**src/design/apts_pkg.sv**
```systemverilog
// Shared types, widths, register codes and saturating helpers for the
// ABBA paired timing statistics block. No dependencies.
package apts_pkg;

  localparam int TICK_W     = 24;
  localparam int FRAME_W    = 32;
  localparam int SUM_W      = 64;
  localparam int SQ_W       = 2 * TICK_W;
  localparam int DIFF_W     = TICK_W + 2;
  localparam int MAG_W      = DIFF_W - 1;
  localparam int DSQ_W      = 2 * MAG_W;
  localparam int WARM_W     = 8;
  localparam int NUM_ARMS   = 2;
  localparam int CFG_IDX_W  = 2;
  localparam int CFG_DATA_W = 8;
  localparam int OUTQ_DEPTH = 4;
  localparam int OUTQ_AW    = 2;
  localparam int OUTQ_CW    = 3;

  localparam logic [WARM_W-1:0] WARMUP_RESET = 8'd30;

  localparam logic [CFG_IDX_W-1:0] REG_ENABLE = 2'd0;
  localparam logic [CFG_IDX_W-1:0] REG_SWAP   = 2'd1;
  localparam logic [CFG_IDX_W-1:0] REG_WARMUP = 2'd2;

  // Per-arm statistics word kept in the stats RAM
  typedef struct packed {
    logic [FRAME_W-1:0] frames;
    logic [SUM_W-1:0]   total;
    logic [SUM_W-1:0]   sq_total;
  } arm_stats_t;

  localparam int STATS_W = $bits(arm_stats_t);

  // Item as registered by the front stage
  typedef struct packed {
    logic                     en;
    logic                     arm;
    logic                     next_arm;
    logic                     counted;
    logic                     done;
    logic [TICK_W-1:0]        ticks;
    logic [SQ_W-1:0]          ticks_sq;
    logic signed [DIFF_W-1:0] diff;
  } item_t;

  // One result beat
  typedef struct packed {
    logic                     arm_used;
    logic                     next_arm;
    logic                     counted;
    arm_stats_t               stats;
    logic                     group_done;
    logic signed [DIFF_W-1:0] group_diff_doubled;
    logic [FRAME_W-1:0]       group_count;
    logic signed [SUM_W-1:0]  group_diff_total;
    logic [SUM_W-1:0]         group_diff_square_total;
  } result_t;

  // ABBA arm of a frame number
  function automatic logic arm_of(input logic [FRAME_W-1:0] f, input logic swap);
    return f[0] ^ f[1] ^ swap;
  endfunction

  function automatic logic [SUM_W-1:0] sat_add_u(input logic [SUM_W-1:0] a,
                                                 input logic [SUM_W-1:0] b);
    logic [SUM_W:0] s;
    s = {1'b0, a} + {1'b0, b};
    return s[SUM_W] ? '1 : s[SUM_W-1:0];
  endfunction

  function automatic logic [FRAME_W-1:0] sat_inc(input logic [FRAME_W-1:0] a);
    return (a == '1) ? a : a + FRAME_W'(1);
  endfunction

  function automatic logic signed [SUM_W-1:0] sat_add_s(input logic signed [SUM_W-1:0] a,
                                                        input logic signed [SUM_W-1:0] b);
    logic [SUM_W-1:0] s;
    s = a + b;
    if ((a[SUM_W-1] == b[SUM_W-1]) && (s[SUM_W-1] != a[SUM_W-1])) begin
      return a[SUM_W-1] ? {1'b1, {(SUM_W-1){1'b0}}} : {1'b0, {(SUM_W-1){1'b1}}};
    end
    return s;
  endfunction

endpackage

```
**src/design/apts_outq.sv**
```systemverilog
// Output queue of result beats, four deep, decoupling the pipeline from
// the downstream stall. Depends on apts_pkg.
module apts_outq (
  input  logic                          clk,
  input  logic                          rst,
  input  logic                          push_valid,
  input  apts_pkg::result_t             push_data,
  input  logic                          pop,
  output logic                          out_valid,
  output apts_pkg::result_t             out_data,
  output logic [apts_pkg::OUTQ_CW-1:0]  count
);
  import apts_pkg::*;

  result_t             q [OUTQ_DEPTH];
  logic [OUTQ_AW-1:0]  wr_ptr;
  logic [OUTQ_AW-1:0]  rd_ptr;

  assign out_valid = (count != '0);
  assign out_data  = q[rd_ptr];

  // Advance pointers and occupancy
  always_ff @(posedge clk) begin
    if (rst) begin
      wr_ptr <= '0;
      rd_ptr <= '0;
      count  <= '0;
    end else begin
      if (push_valid) begin
        wr_ptr <= wr_ptr + OUTQ_AW'(1);
      end
      if (pop) begin
        rd_ptr <= rd_ptr + OUTQ_AW'(1);
      end
      count <= count + OUTQ_CW'(push_valid) - OUTQ_CW'(pop);
    end
  end

  // Store incoming beat
  always_ff @(posedge clk) begin
    if (push_valid) begin
      q[wr_ptr] <= push_data;
    end
  end

  a_no_overflow: assert property (@(posedge clk) disable iff (rst)
    push_valid |-> (count < OUTQ_CW'(OUTQ_DEPTH)) || pop)
    else $error("output queue overflow");

  a_count_bound: assert property (@(posedge clk) disable iff (rst)
    count <= OUTQ_CW'(OUTQ_DEPTH))
    else $error("output queue count out of range");

endmodule

```
**config.mk**
```make
export PLATFORM = sky130hd
export DESIGN_NAME = apts_outq
export DESIGN_NICKNAME = d
export VERILOG_FILES = /design/src/design/apts_pkg.sv /design/src/design/apts_outq.sv
export SDC_FILE = /design/constraint.sdc
export NUM_CORES = 1
export LEC_CHECK = 0
export BUFFER_PORTS_ARGS = -buffer_cell sky130_fd_sc_hd__buf_4
export CAP_MARGIN = 20
export CORE_MARGIN = 2
export CORE_UTILIZATION = 31
export CTS_CLUSTER_DIAMETER = 200
export DETAILED_ROUTE_END_ITERATION = 12
export GPL_TIMING_DRIVEN = 0
export MAX_ROUTING_LAYER = met4
export PLACE_DENSITY = 0.55
export SYNTH_ARGS = -nofsm -noshare
export SYNTH_HDL_FRONTEND = slang
export SYNTH_SLANG_ARGS = --single-unit
```
**constraint.sdc**
```tcl
create_clock -name clk -period 11.5 [get_ports clk]
set_input_delay 0.575 -clock clk [delete_from_list [all_inputs] [get_ports clk]]
set_output_delay 0.575 -clock clk [all_outputs]
set_load 0.03 [all_outputs]
```
; Word-level counts from Yosys, hierarchy flattened
; Memory sizes are Yosys's and may differ from the RTL's. A register that Yosys moved wholly into a read port is not among the register bits.
; Cells that the tools add are included.
; W data, S select, Z words.
[word_totals]
regBits = 7
latch_bits = 0
ramBits = 1400
romBits = 0
input_bits = 354
output_inout_bits = 354
wordCells = 13
mem_count = 1
[memory_table]
columns = memory, words, word_bits, rd, rd_ports_with_merged_regs, write_ports, line_no
row1 = q, 4, 350, 1, 1, 1, apts_outq.sv:15  ; result_t q [OUTQ_DEPTH];
[classes]
add_sub_neg = 4
mul = 0
n_div = 0
order_cmp = 0
eq_ne = 0
shift = 0
mux = 4
bitwise_logic = 0
reduce_logical = 1
[op_table]
columns = op, count
row1 = $add A2 B1 Y2 const B, 2
row2 = $mux W2, 2
row3 = $add A3 B1 Y3, 1
row4 = $reduce_bool A3 Y1, 1
row5 = $sub A3 B1 Y3, 1
row6 = $mux W1, 2

; Logic depth before layout (Yosys ltp)
; Gate-level depths: netlist of run 1.
[depth]
depth_word = 3
ltp_mapped = 7
ltp_nobuf = 7

; Worst setup path before layout of run 1
; Ideal clock, no wire load.
[synth_path]
kind = input port to flip-flop
startpoint = input push_valid
endpoint = memory q[0][0] (netlist bit), enable pin
setup_time_ns = 0.756
t_arrival_ns = 8.456
path_slack_ns = 2.288
cell_stages = 1
n_path_buf = 0
path_cell_list = and2_1
[synth_via]
elab_chain_cells = 2
[synth_rtl]
columns = element, line_no
row1 = from (decl), apts_outq.sv:6  ; input logic push_valid,
row2 = $mux W1, apts_outq.sv:41  ; if (push_valid) begin
row3 = $mux W1 (implied by the code), apts_outq.sv:42  ; q[wr_ptr] <= push_data;
row4 = to (decl), apts_outq.sv:15
; No other way between the ends.

==> metrics.yaml, run 1 <==
cts.root.buffer_cell: "clkbuf_16"
rr_startpoint: "wr_ptr[0]$_SDFFE_PP0P_"
cts_tree: "built"
ios: 708
layout.nets: 3477
antenna_found_initial: 24
status: "completed"
synth_top_family_by_area: "multiplexers"
fp-row-count: 148
numClockSinks: 1409
r2r_slack_ns: 9.00
port_buffers: 707
critPathLaunchType: "register"
cpPeakStageDelay_ns: 0.67
synthMuxAreaShare_pct: 15.5
totalWireLength_um: 126000
synth-async-reset-ratio_pct: 0
cts.path.max_buffers: 3
crit_top_cell: "buf_2"
syn_nets: 2230
grt_pass1_wl_um: 183000
cp_num_buf_inv: 4
cts_inserted_buffers: 154
layout.area.seq_sq_um: 42200
rsz0062_at_grt: "false"
grt_max_degree: 55
grt_usage_pct: 15.3
peakVddDrop_uv: 152
grt_pass1_vias: 26600
p_per_area_nw_per_um2: 182
ys_ff_latch: 1409
die_area_sq_um: 168000
wl_per_cell_um: 23.1
ys_top_cells_by_area: "edfxtp_1 (83%), mux4_2 (15%), buf_6 (0.75%)"
end_kind: "output pin"
initial_utilization_pct: 31.3
core_sq_um: 163000
synth_area_sq_um: 51000
dpl.hpwl_um: 83200
layout-drive-gt1-share_pct: 42.3
critical_path_class: "register to output pin"
setup-violations-final: 0
die_height_um: 409
crit_arrival_ns: 3.09
yosysTopAreaCell: "edfxtp_1"
worst_slew_pin_slew_ns: 0.804
crit_required_ns: 10.93
cpMaxStageDelayCell: "clkbuf_2"
yosysMostFrequentCell: "edfxtp_1"
r2r_end: "q[3][161]$_DFFE_PP_"
worstPathCellList: "buf_2 -> clkbuf_2 -> buf_2 -> mux4_2 -> buf_4"
whs_path_depth: 3
synth_compound_area_share_pct: 0.0295
layout_setup_ws_ns: 7.84
num_vias: 24600
place.gp.congestion: 0.725
ant_nets: 0
worstHoldStart: "pop"
cap_viol_max_count: 0
n_fill_cell: 14300
hold_viol: 0
reg2reg_depth: 5
yosys.area_share.simple_pct: 0.138
drt_pass1_iterations: 5
slew_headroom_pct: 46.4
synthAdderAreaFrac_pct: 0.187
fin_area_sq_um: 68300
synth_xor_area_share_pct: 0.0810
clk_latency_ns: 0.78
ys_types: 19
min_period_over_period_pct: 31.8
netlist_top_cells_count: "edfxtp_1 (1400), mux4_2 (350), buf_2 (36)"
dpl_worst_slack_ns: 8.55
timing.fmax_mhz: 273
final-max-slew-violation-count: 0
yosysTopAreaCellShare_pct: 82.5
fin_tns_setup_ns: 0
hp-class: "input port to register"
synthFlopType: "edfxtp_1"
crit_fanout: 11
fin_worst_skew_ns: 0.0231
ys_warn_count: 0
clkTransAtPathRegs_ns: 0.06
fp.dieW_um: 409
synth_edf_count: 1400
routed_via_density: 4.52
min_period_ns: 3.66
syn_area_per_cell_sq_um: 27.3
place_area_sq_um: 59900
multi_input_area_sq_um: 8120
drc: 0
syn_inst: 1869
cts_max_level: 4
ys_seq_area_share_pct: 82.9
leakage_nw: 23.0
cp_top_family: "buffers and inverters"
drt_iter0_markers: 1760
overflow: 0
area_growth_pct: 34.0
[worst register-to-register path: stages, from the launching register on]
cell,delay (ns)
dfxtp_1,0.39
ha_1,0.17
and2_4,0.48
buf_16,0.34
buf_16,0.35
buf_16,0.36
[placed cells by master (no fill, tap or decap)]
cell / synthesis / layout
a21bo_2: 1 / 1
a21oi_1: 1 / 1
and2_4: 0 / 4
buf_12: 0 / 4
buf_16: 0 / 28
buf_2: 36 / 36
buf_4: 0 / 707
buf_6: 34 / 34
buf_8: 0 / 1
bufinv_16: 0 / 10
clkbuf_1: 8 / 48
clkbuf_16: 0 / 156
clkbuf_2: 0 / 2
clkbuf_8: 0 / 1
clkinv_1: 0 / 35
clkinv_16: 0 / 1
clkinv_2: 0 / 12
clkinv_4: 0 / 3
clkinv_8: 0 / 2
clkinvlp_4: 0 / 6
dfxtp_1: 9 / 9
diode_2: 0 / 26
dlygate4sd3_1: 0 / 351
edfxtp_1: 1400 / 1400
fa_1: 1 / 1
ha_1: 6 / 6
inv_1: 6 / 6
inv_16: 0 / 3
inv_6: 0 / 10
inv_8: 0 / 1
mux2i_1: 1 / 1
mux4_2: 350 / 350
nand3b_1: 1 / 1
nor2_1: 5 / 5
nor2b_1: 2 / 2
or3_1: 1 / 1
xnor2_1: 2 / 2
xor3_1: 1 / 1
[timing repair]
action / CTS / global route
gates resized for setup: 0 / 0
hold buffers: 351 / 0
buffers inserted: 0 / 0
hold endpoints to repair: 1409 / 0
setup endpoints to repair: 0 / 0
[kinds of logic (layout without fill, tap and decap cells)]
| group | Yosys count | after routing |
|---|---|---|
| other cells | 0 | 26 |
| buf+inv | 84 | 1457 |
| xor+xnor | 3 | 3 |
| mux | 351 | 351 |
| simple gates | 13 | 13 |
| compound gates | 2 | 2 |
| flops | 1409 | 1409 |
| fa+ha+maj | 7 | 7 |
[worst max path at each step]
stage | start | endpoint | slack (ns) | depth (start not counted)
6_report | register | out_data[157] | 7.84 | 5
5_1_grt | register | out_data[157] | 7.68 | 5
4_1_cts | register | out_data[157] | 7.65 | 5
3_5_place_dp | register | out_data[157] | 8.55 | 5
3_3_place_gp | push_valid | q[1][167]$_DFFE_PP_ | -5.48 | 2
2_1_floorplan | push_valid | q[0][0]$_DFFE_PP_ | 2.29 | 1
[power by group]
part	switching (W)	internal, W	total [W]
clock	0.00199	0.00274	0.00474
combinational	0.000995	0.000725	0.00172
sequential	0.0000468	0.00591	0.00595
total	0.00303	0.00938	0.0124
[registers in the layout, indices dropped and copies added, names as in the netlist, named ones only]
name    count
count       3
q        1400
wr_ptr      2
rd_ptr      2
[metrics by stage]
stage,util [%],total power (W),hold slack (ns),instances
2_1_floorplan,-,0.00705,0.492,1869
3_3_place_gp,36.2,0.00783,0.512,4751
3_5_place_dp,36.7,0.00771,0.537,4784
4_1_cts,41.9,0.0126,0.0419,5417
5_1_grt,41.9,0.0129,0.0699,5439
6_report,41.9,0.0124,0.135,5443
[per-layer routing]
layer | part of all wire (%) | up-vias | global-route usage [%]
li1 | - | 10700 | -
met1 | 40 | 12900 | 18.8
met2 | 48 | 781 | 23.7
met3 | 8.5 | 202 | 5.55
met4 | 2.7 | 0 | 4.90
met5 | 0 | - | -
[area by class of cell]
class | count | share of cell area [%]
flip-flops and latches | 1409 | 61.8
repair buffers | 1091 | 14.2
multi-input cells | 376 | 11.9
clock buffers | 199 | 5.97
well taps | 2175 | 3.98
clock inverters | 83 | 1.15
plain buffers | 78 | 0.872
diodes | 26 | 0.0953
inverters | 6 | 0.0330
Note: power is estimated with default switching activity, not from simulation.
==> inputs of run 2 (changes only) <==
==> constraint.sdc (replaced) <==
create_clock -name clk -period 3.72 [get_ports clk]
set_input_delay 0.186 -clock clk [delete_from_list [all_inputs] [get_ports clk]]
set_output_delay 0.186 -clock clk [all_outputs]
set_load 0.03 [all_outputs]
==> run 2 against run 1 <==
Net effect: die area did not move; sequential share of layout area rose by 0.10 points; largest cell class unchanged; hold slack got worse by 0.0069 ns; critical path depth rose by 1; non-clock buffer count did not move; via count fell by 0.25%; final area fell by 0.17%; wire length fell by 1.8%.
==> metrics.yaml, run 2 (synthesis results as in run 1) <==
top_register: "q"  # unchanged
post_cts_buffers: 0  # unchanged
rsz0062_at_grt: "false"  # unchanged
setup-violations-final: 0  # unchanged
dpl.hpwl_um: 80700  # was 83200 um
fin_worst_skew_ns: 0.0226  # was 0.0231 ns
crit_top_cell: "buf_2"  # unchanged
min_period_over_period_pct: 88.9
ios: 708  # unchanged
cts.root.buffer_cell: "clkbuf_16"  # unchanged
drt_iter0_markers: 1558  # was 1760
cp_top_family: "buffers and inverters"  # unchanged
crit_fanout: 10  # was 11
cts.path.max_buffers: 3  # unchanged
slew_headroom_pct: 44.9  # was 46.4%
finish.utilization_pct: 41.8  # was 41.9%
totalWireLength_um: 123000  # was 126000 um
layout-drive-gt1-share_pct: 42.7  # was 42.3%
cts_hold_buffers: 354  # was 351
grt_pass1_wl_um: 180000  # was 183000 um
cpMaxStageDelayCell: "mux4_2"  # was clkbuf_2
fp.dieW_um: 409  # unchanged
worstPathCellList: "buf_2 -> clkbuf_1 -> buf_8 -> buf_2 -> mux4_2 -> buf_4"  # was buf_2 -> clkbuf_2 -> buf_2 -> mux4_2 -> buf_4
critPathLaunchType: "register"  # unchanged
ant_nets: 0  # unchanged
cpPeakStageDelay_ns: 0.51  # was 0.67 ns
critical_path_class: "register to output pin"  # unchanged
p_per_area_nw_per_um2: 560  # was 182 nW/um^2
fin_area_sq_um: 68200  # was 68300 sq um
hold_viol: 0  # unchanged
ctsResizeCount: 0  # unchanged
overflow: 0  # unchanged
area_growth_pct: 33.8  # was 34.0%
cap_viol_max_count: 0  # unchanged
layout_setup_ws_ns: 0.415  # was 7.84 ns
antenna_found_initial: 28  # was 24
routed_via_density: 4.52  # about the same
status: "completed"  # unchanged
worst_slew_pin_slew_ns: 0.827  # was 0.804 ns
layout.nets: 3476  # was 3477
port_buffers: 707  # unchanged
cts_inserted_buffers: 153  # was 154
cp_num_buf_inv: 5  # was 4
crit_required_ns: 3.53  # was 10.93 ns
final_cell_mix: "edfxtp_1 (1400), buf_4 (707), dlygate4sd3_1 (354)"  # was edfxtp_1 (1400), buf_4 (707), dlygate4sd3_1 (351)
largestRegisters: "q x1400, count x3"  # unchanged
clk_latency_ns: 0.78  # about the same
die_height_um: 409  # unchanged
cts_max_level: 4  # unchanged
peakVddDrop_uv: 442  # was 152 uV
num_vias: 24500  # was 24600
grt_pass1_vias: 26400  # was 26600
cts_tree: "built"  # unchanged
place.gp.congestion: 0.728  # was 0.725
timing.fmax_mhz: 303
crit_arrival_ns: 3.12  # was 3.09 ns
dpl_worst_slack_ns: 1.01  # was 8.55 ns
drt_pass1_iterations: 7  # was 5
core_sq_um: 163000  # unchanged
drc: 0  # unchanged
final_common_cell: "edfxtp_1"  # unchanged
grt_max_degree: 55  # unchanged
grt_usage_pct: 15.1  # was 15.3%
leakage_nw: 22.9  # was 23.0 nW
place_area_sq_um: 59800  # was 59900 sq um
final-max-slew-violation-count: 0  # unchanged
hp-class: "input port to register"  # unchanged
end_kind: "output pin"  # unchanged
min_period_ns: 3.31
die_area_sq_um: 168000  # unchanged
wl_per_cell_um: 22.8  # was 23.1 um
fp-row-count: 148  # unchanged
initial_utilization_pct: 31.3  # unchanged
largest_register_ffs: 1400  # unchanged
whs_ns: 0.128  # was 0.135 ns
numClockSinks: 1409  # unchanged
clkTransAtPathRegs_ns: 0.06  # about the same
-- run 2: changes by cell type in the layout (fill, tap and decap cells not counted), sizes merged --
cell | before | now
bufinv | 10 | 8
clkinvlp | 6 | 3
clkinv | 53 | 63
clkbuf | 207 | 194
dlygate4sd3 | 351 | 354
diode | 26 | 24
inv | 20 | 14
buf | 810 | 807
-- run 2: per-stage QoR --
stage / std cells / power [W] / TNS (ns)
2_1_floorplan: 1869 / 0.0216 / 0
3_3_place_gp: 4751 / 0.0238 / -2722.12
3_5_place_dp: 4781 / 0.0238 / 0
4_1_cts: 5403 / 0.0388 / 0
5_1_grt: 5427 / 0.0396 / 0
6_report: 5427 / 0.0382 / 0
-- run 2: final cells by class --
| cell class | count | area [sq um] |
|---|---|---|
| antenna | 24 | 60.1 |
| buffer | 78 | 596 |
| sequential | 1409 | 42200 |
| inverter | 6 | 22.5 |
| tap | 2175 | 2720 |
| timing repair buffer | 1091 | 9630 |
| fill | 14300 | 94800 |
| multi-input combinational | 376 | 8120 |
| clock inverter | 82 | 851 |
| clock buffer | 186 | 3950 |
-- run 2: layer usage --
metal	part of all wire, %	global-route usage [%]
met2	48	23.3
met4	2.2	4.51
met5	0	-
met3	8.8	5.38
met1	41	18.6
-- run 2: path summary, 6_finish.rpt --
check                                            start                      to  slack, ns  cells after the start
worst max-delay path                          register           out_data[134]       0.41                      6
worst min-delay path                      push_data[7]       q[3][7]$_DFFE_PP_       0.13                      2
worst max register to register  wr_ptr[0]$_SDFFE_PP0P_     q[0][321]$_DFFE_PP_       1.05                      6
worst min register to register  rd_ptr[0]$_SDFFE_PP0P_  rd_ptr[1]$_SDFFE_PP0P_       0.54                      2
-- run 2: power breakdown --
part	internal (W)	switching [W]
combinational	0.00223	0.00305
sequential	0.0183	0.000143
clock	0.00821	0.00628
total	0.0287	0.00948
-- run 2: worst reg2reg max path: stages (launching register included) --
cell and delay [ns]:
dfxtp_1 0.34, inv_1 0.09, ha_1 0.14, and2_4 0.62, buf_16 0.36, buf_16 0.33, buf_16 0.38
==> inputs of run 3 (changes only) <==
--- a/config.mk
+++ b/config.mk
@@ -14,6 +14,7 @@
 export GPL_TIMING_DRIVEN = 0
 export MAX_ROUTING_LAYER = met4
 export PLACE_DENSITY = 0.55
+export REMOVE_ABC_BUFFERS = 1
 export SYNTH_ARGS = -nofsm -noshare
 export SYNTH_HDL_FRONTEND = slang
 export SYNTH_SLANG_ARGS = --single-unit
==> run 3 against run 2 <==
Net effect: worst setup slack got worse by 0.19 ns; clock-buffer cell count fell by 14; final area barely moved; via count fell by 0.60%; largest cell class unchanged.
==> metrics.yaml, run 3 (synthesis results as in run 1) <==
final_cell_mix: "edfxtp_1 (1400), buf_4 (708), dlygate4sd3_1 (353)"  # was edfxtp_1 (1400), buf_4 (707), dlygate4sd3_1 (354)
critPathLaunchType: "register"  # unchanged
hp-class: "input port to register"  # unchanged
fin_cells: 5366  # was 5427
clk_latency_ns: 0.80  # was 0.78 ns
ant_nets: 0  # unchanged
place.gp.congestion: 0.754  # was 0.728
final-max-slew-violation-count: 0  # unchanged
seqPwrFrac_pct: 48.1  # was 48.2%
port_buffers: 707  # unchanged
layout_setup_ws_ns: 0.222  # was 0.415 ns
totalWireLength_um: 117000  # was 123000 um
fp-row-count: 148  # unchanged
p_int_w: 0.0291  # was 0.0287 W
cts_tree: "built"  # unchanged
drt_pass1_iterations: 5  # was 7
num_vias: 24400  # was 24500
dp.cells: 4719  # was 4781
critical_path_class: "register to output pin"  # unchanged
die_area_sq_um: 168000  # unchanged
overflow: 0  # unchanged
crit_required_ns: 3.53  # about the same
end_kind: "output pin"  # unchanged
dpl.hpwl_um: 75800  # was 80700 um
clockPowerShare_pct: 38.4  # was 37.9%
crit_fanout: 58  # was 10
fin_tns_setup_ns: 0  # unchanged
n_fill_cell: 14100  # was 14300
timing.fmax_mhz: 286  # was 303 MHz
drc: 0  # unchanged
m1WireLength_um: 45400  # was 50600 um
cts_inserted_buffers: 148  # was 153
cts.root.buffer_cell: "clkbuf_16"  # unchanged
routed_via_density: 4.54  # was 4.52
status: "completed"  # unchanged
drt_iter0_markers: 1501  # was 1558
wl_per_cell_um: 21.7  # was 22.8 um
final_common_cell: "edfxtp_1"  # unchanged
hold_viol: 0  # unchanged
grt_usage_pct: 14.3  # was 15.1%
multi_input_area_sq_um: 8120  # unchanged
slew_headroom_pct: 68.7  # was 44.9%
layout.area.seq_sq_um: 42200  # about the same
min_period_ns: 3.50  # was 3.31 ns
p_comb_share_pct: 13.5  # was 13.8%
whs_ns: 0.124  # was 0.128 ns
setup-violations-final: 0  # unchanged
layout.nets: 3412  # was 3476
core_sq_um: 163000  # unchanged
cap_viol_max_count: 0  # unchanged
cts_max_level: 4  # unchanged
area_growth_pct: 33.8  # about the same
leakage_nw: 22.8  # was 22.9 nW
numClockSinks: 1409  # unchanged
grt_pass1_vias: 26700  # was 26400
min_period_over_period_pct: 94.0  # was 88.9%
rsz0062_at_grt: "false"  # unchanged
fp.dieW_um: 409  # unchanged
crit_arrival_ns: 3.31  # was 3.12 ns
dpl_worst_slack_ns: 0.636  # was 1.01 ns
grt_pass1_wl_um: 174000  # was 180000 um
largestRegisters: "q x1400, count x3"  # unchanged
p_sw_w: 0.00925  # was 0.00948 W
antenna_found_initial: 18  # was 28
fin_worst_skew_ns: 0.0219  # was 0.0226 ns
p_per_area_nw_per_um2: 562  # was 560 nW/um^2
grt_max_degree: 59  # was 55
largest_register_ffs: 1400  # unchanged
layout-drive-gt1-share_pct: 41.7  # was 42.7%
finalPower_w: 0.0383  # was 0.0382 W
wl_met2_um: 58900  # was 59300 um
cts.path.max_buffers: 3  # unchanged
wl_met3_um: 8830  # was 10900 um
die_height_um: 409  # unchanged
peakVddDrop_uv: 510  # was 442 uV
ios: 708  # unchanged
top_layer_used: "met4"  # unchanged
clkTransAtPathRegs_ns: 0.06  # about the same
initial_utilization_pct: 31.3  # unchanged
top_register: "q"  # unchanged
worst_slew_pin_slew_ns: 0.469  # was 0.827 ns
switching_share_pct: 24.1  # was 24.8%
[run 3: area by class of cell]
class / count / share of cell area (%)
multi-input cells: 376 / 11.9
inverters: 6 / 0.0330
clock inverters: 99 / 1.53
flip-flops and latches: 1409 / 61.9
clock buffers: 172 / 5.63
repair buffers: 1110 / 14.9
diodes: 19 / 0.0697
well taps: 2175 / 3.99
[run 3: final timing paths]
check	from	to	slack, ns	cells after the start
worst max-delay path	register	out_data[275]	0.22	6
worst min-delay path	push_data[315]	q[0][315]$_DFFE_PP_	0.12	2
worst max register to register	wr_ptr[0]$_SDFFE_PP0P_	q[3][178]$_DFFE_PP_	0.93	6
worst min register to register	rd_ptr[1]$_SDFFE_PP0P_	register	0.53	2
[run 3: power by group through the flow]
| stage | sequential [W] | combinational, W | clock (W) |
|---|---|---|---|
| floorplan | 0.0192 | 0.00290 | 0 |
| global placement | 0.0196 | 0.00534 | 0 |
| detailed placement | 0.0188 | 0.00490 | 0 |
| CTS | 0.0184 | 0.00530 | 0.0152 |
| global route | 0.0185 | 0.00549 | 0.0158 |
| finish | 0.0184 | 0.00519 | 0.0147 |
[run 3: routing by layer]
layer  vias up  GRT usage, %
li1      10600             -
met1     12900          16.4
met2       719          23.2
met3       183          5.03
met4         0          4.79
met5         -             -
[run 3: stage by stage]
stage | area (sq um) | util (%)
CTS | 68100 | 41.8
global placement | 58400 | 35.8
floorplan | 50400 | -
global route | 68200 | 41.8
detailed placement | 59600 | 36.6
finish | 68200 | 41.8
[run 3: repair_timing]
item                        CTS  global route
setup buffers                 3             0
hold buffers                353             0
resized for setup             0             0
hold endpoints to repair   1491             0
setup endpoints to repair    97             0
[run 3: critical path, stage by stage (launching register included)]
cell	delay, ns
dfxtp_4	0.58
buf_16	0.28
buf_16	0.24
buf_16	0.29
buf_16	0.34
mux4_2	0.40
buf_4	0.19
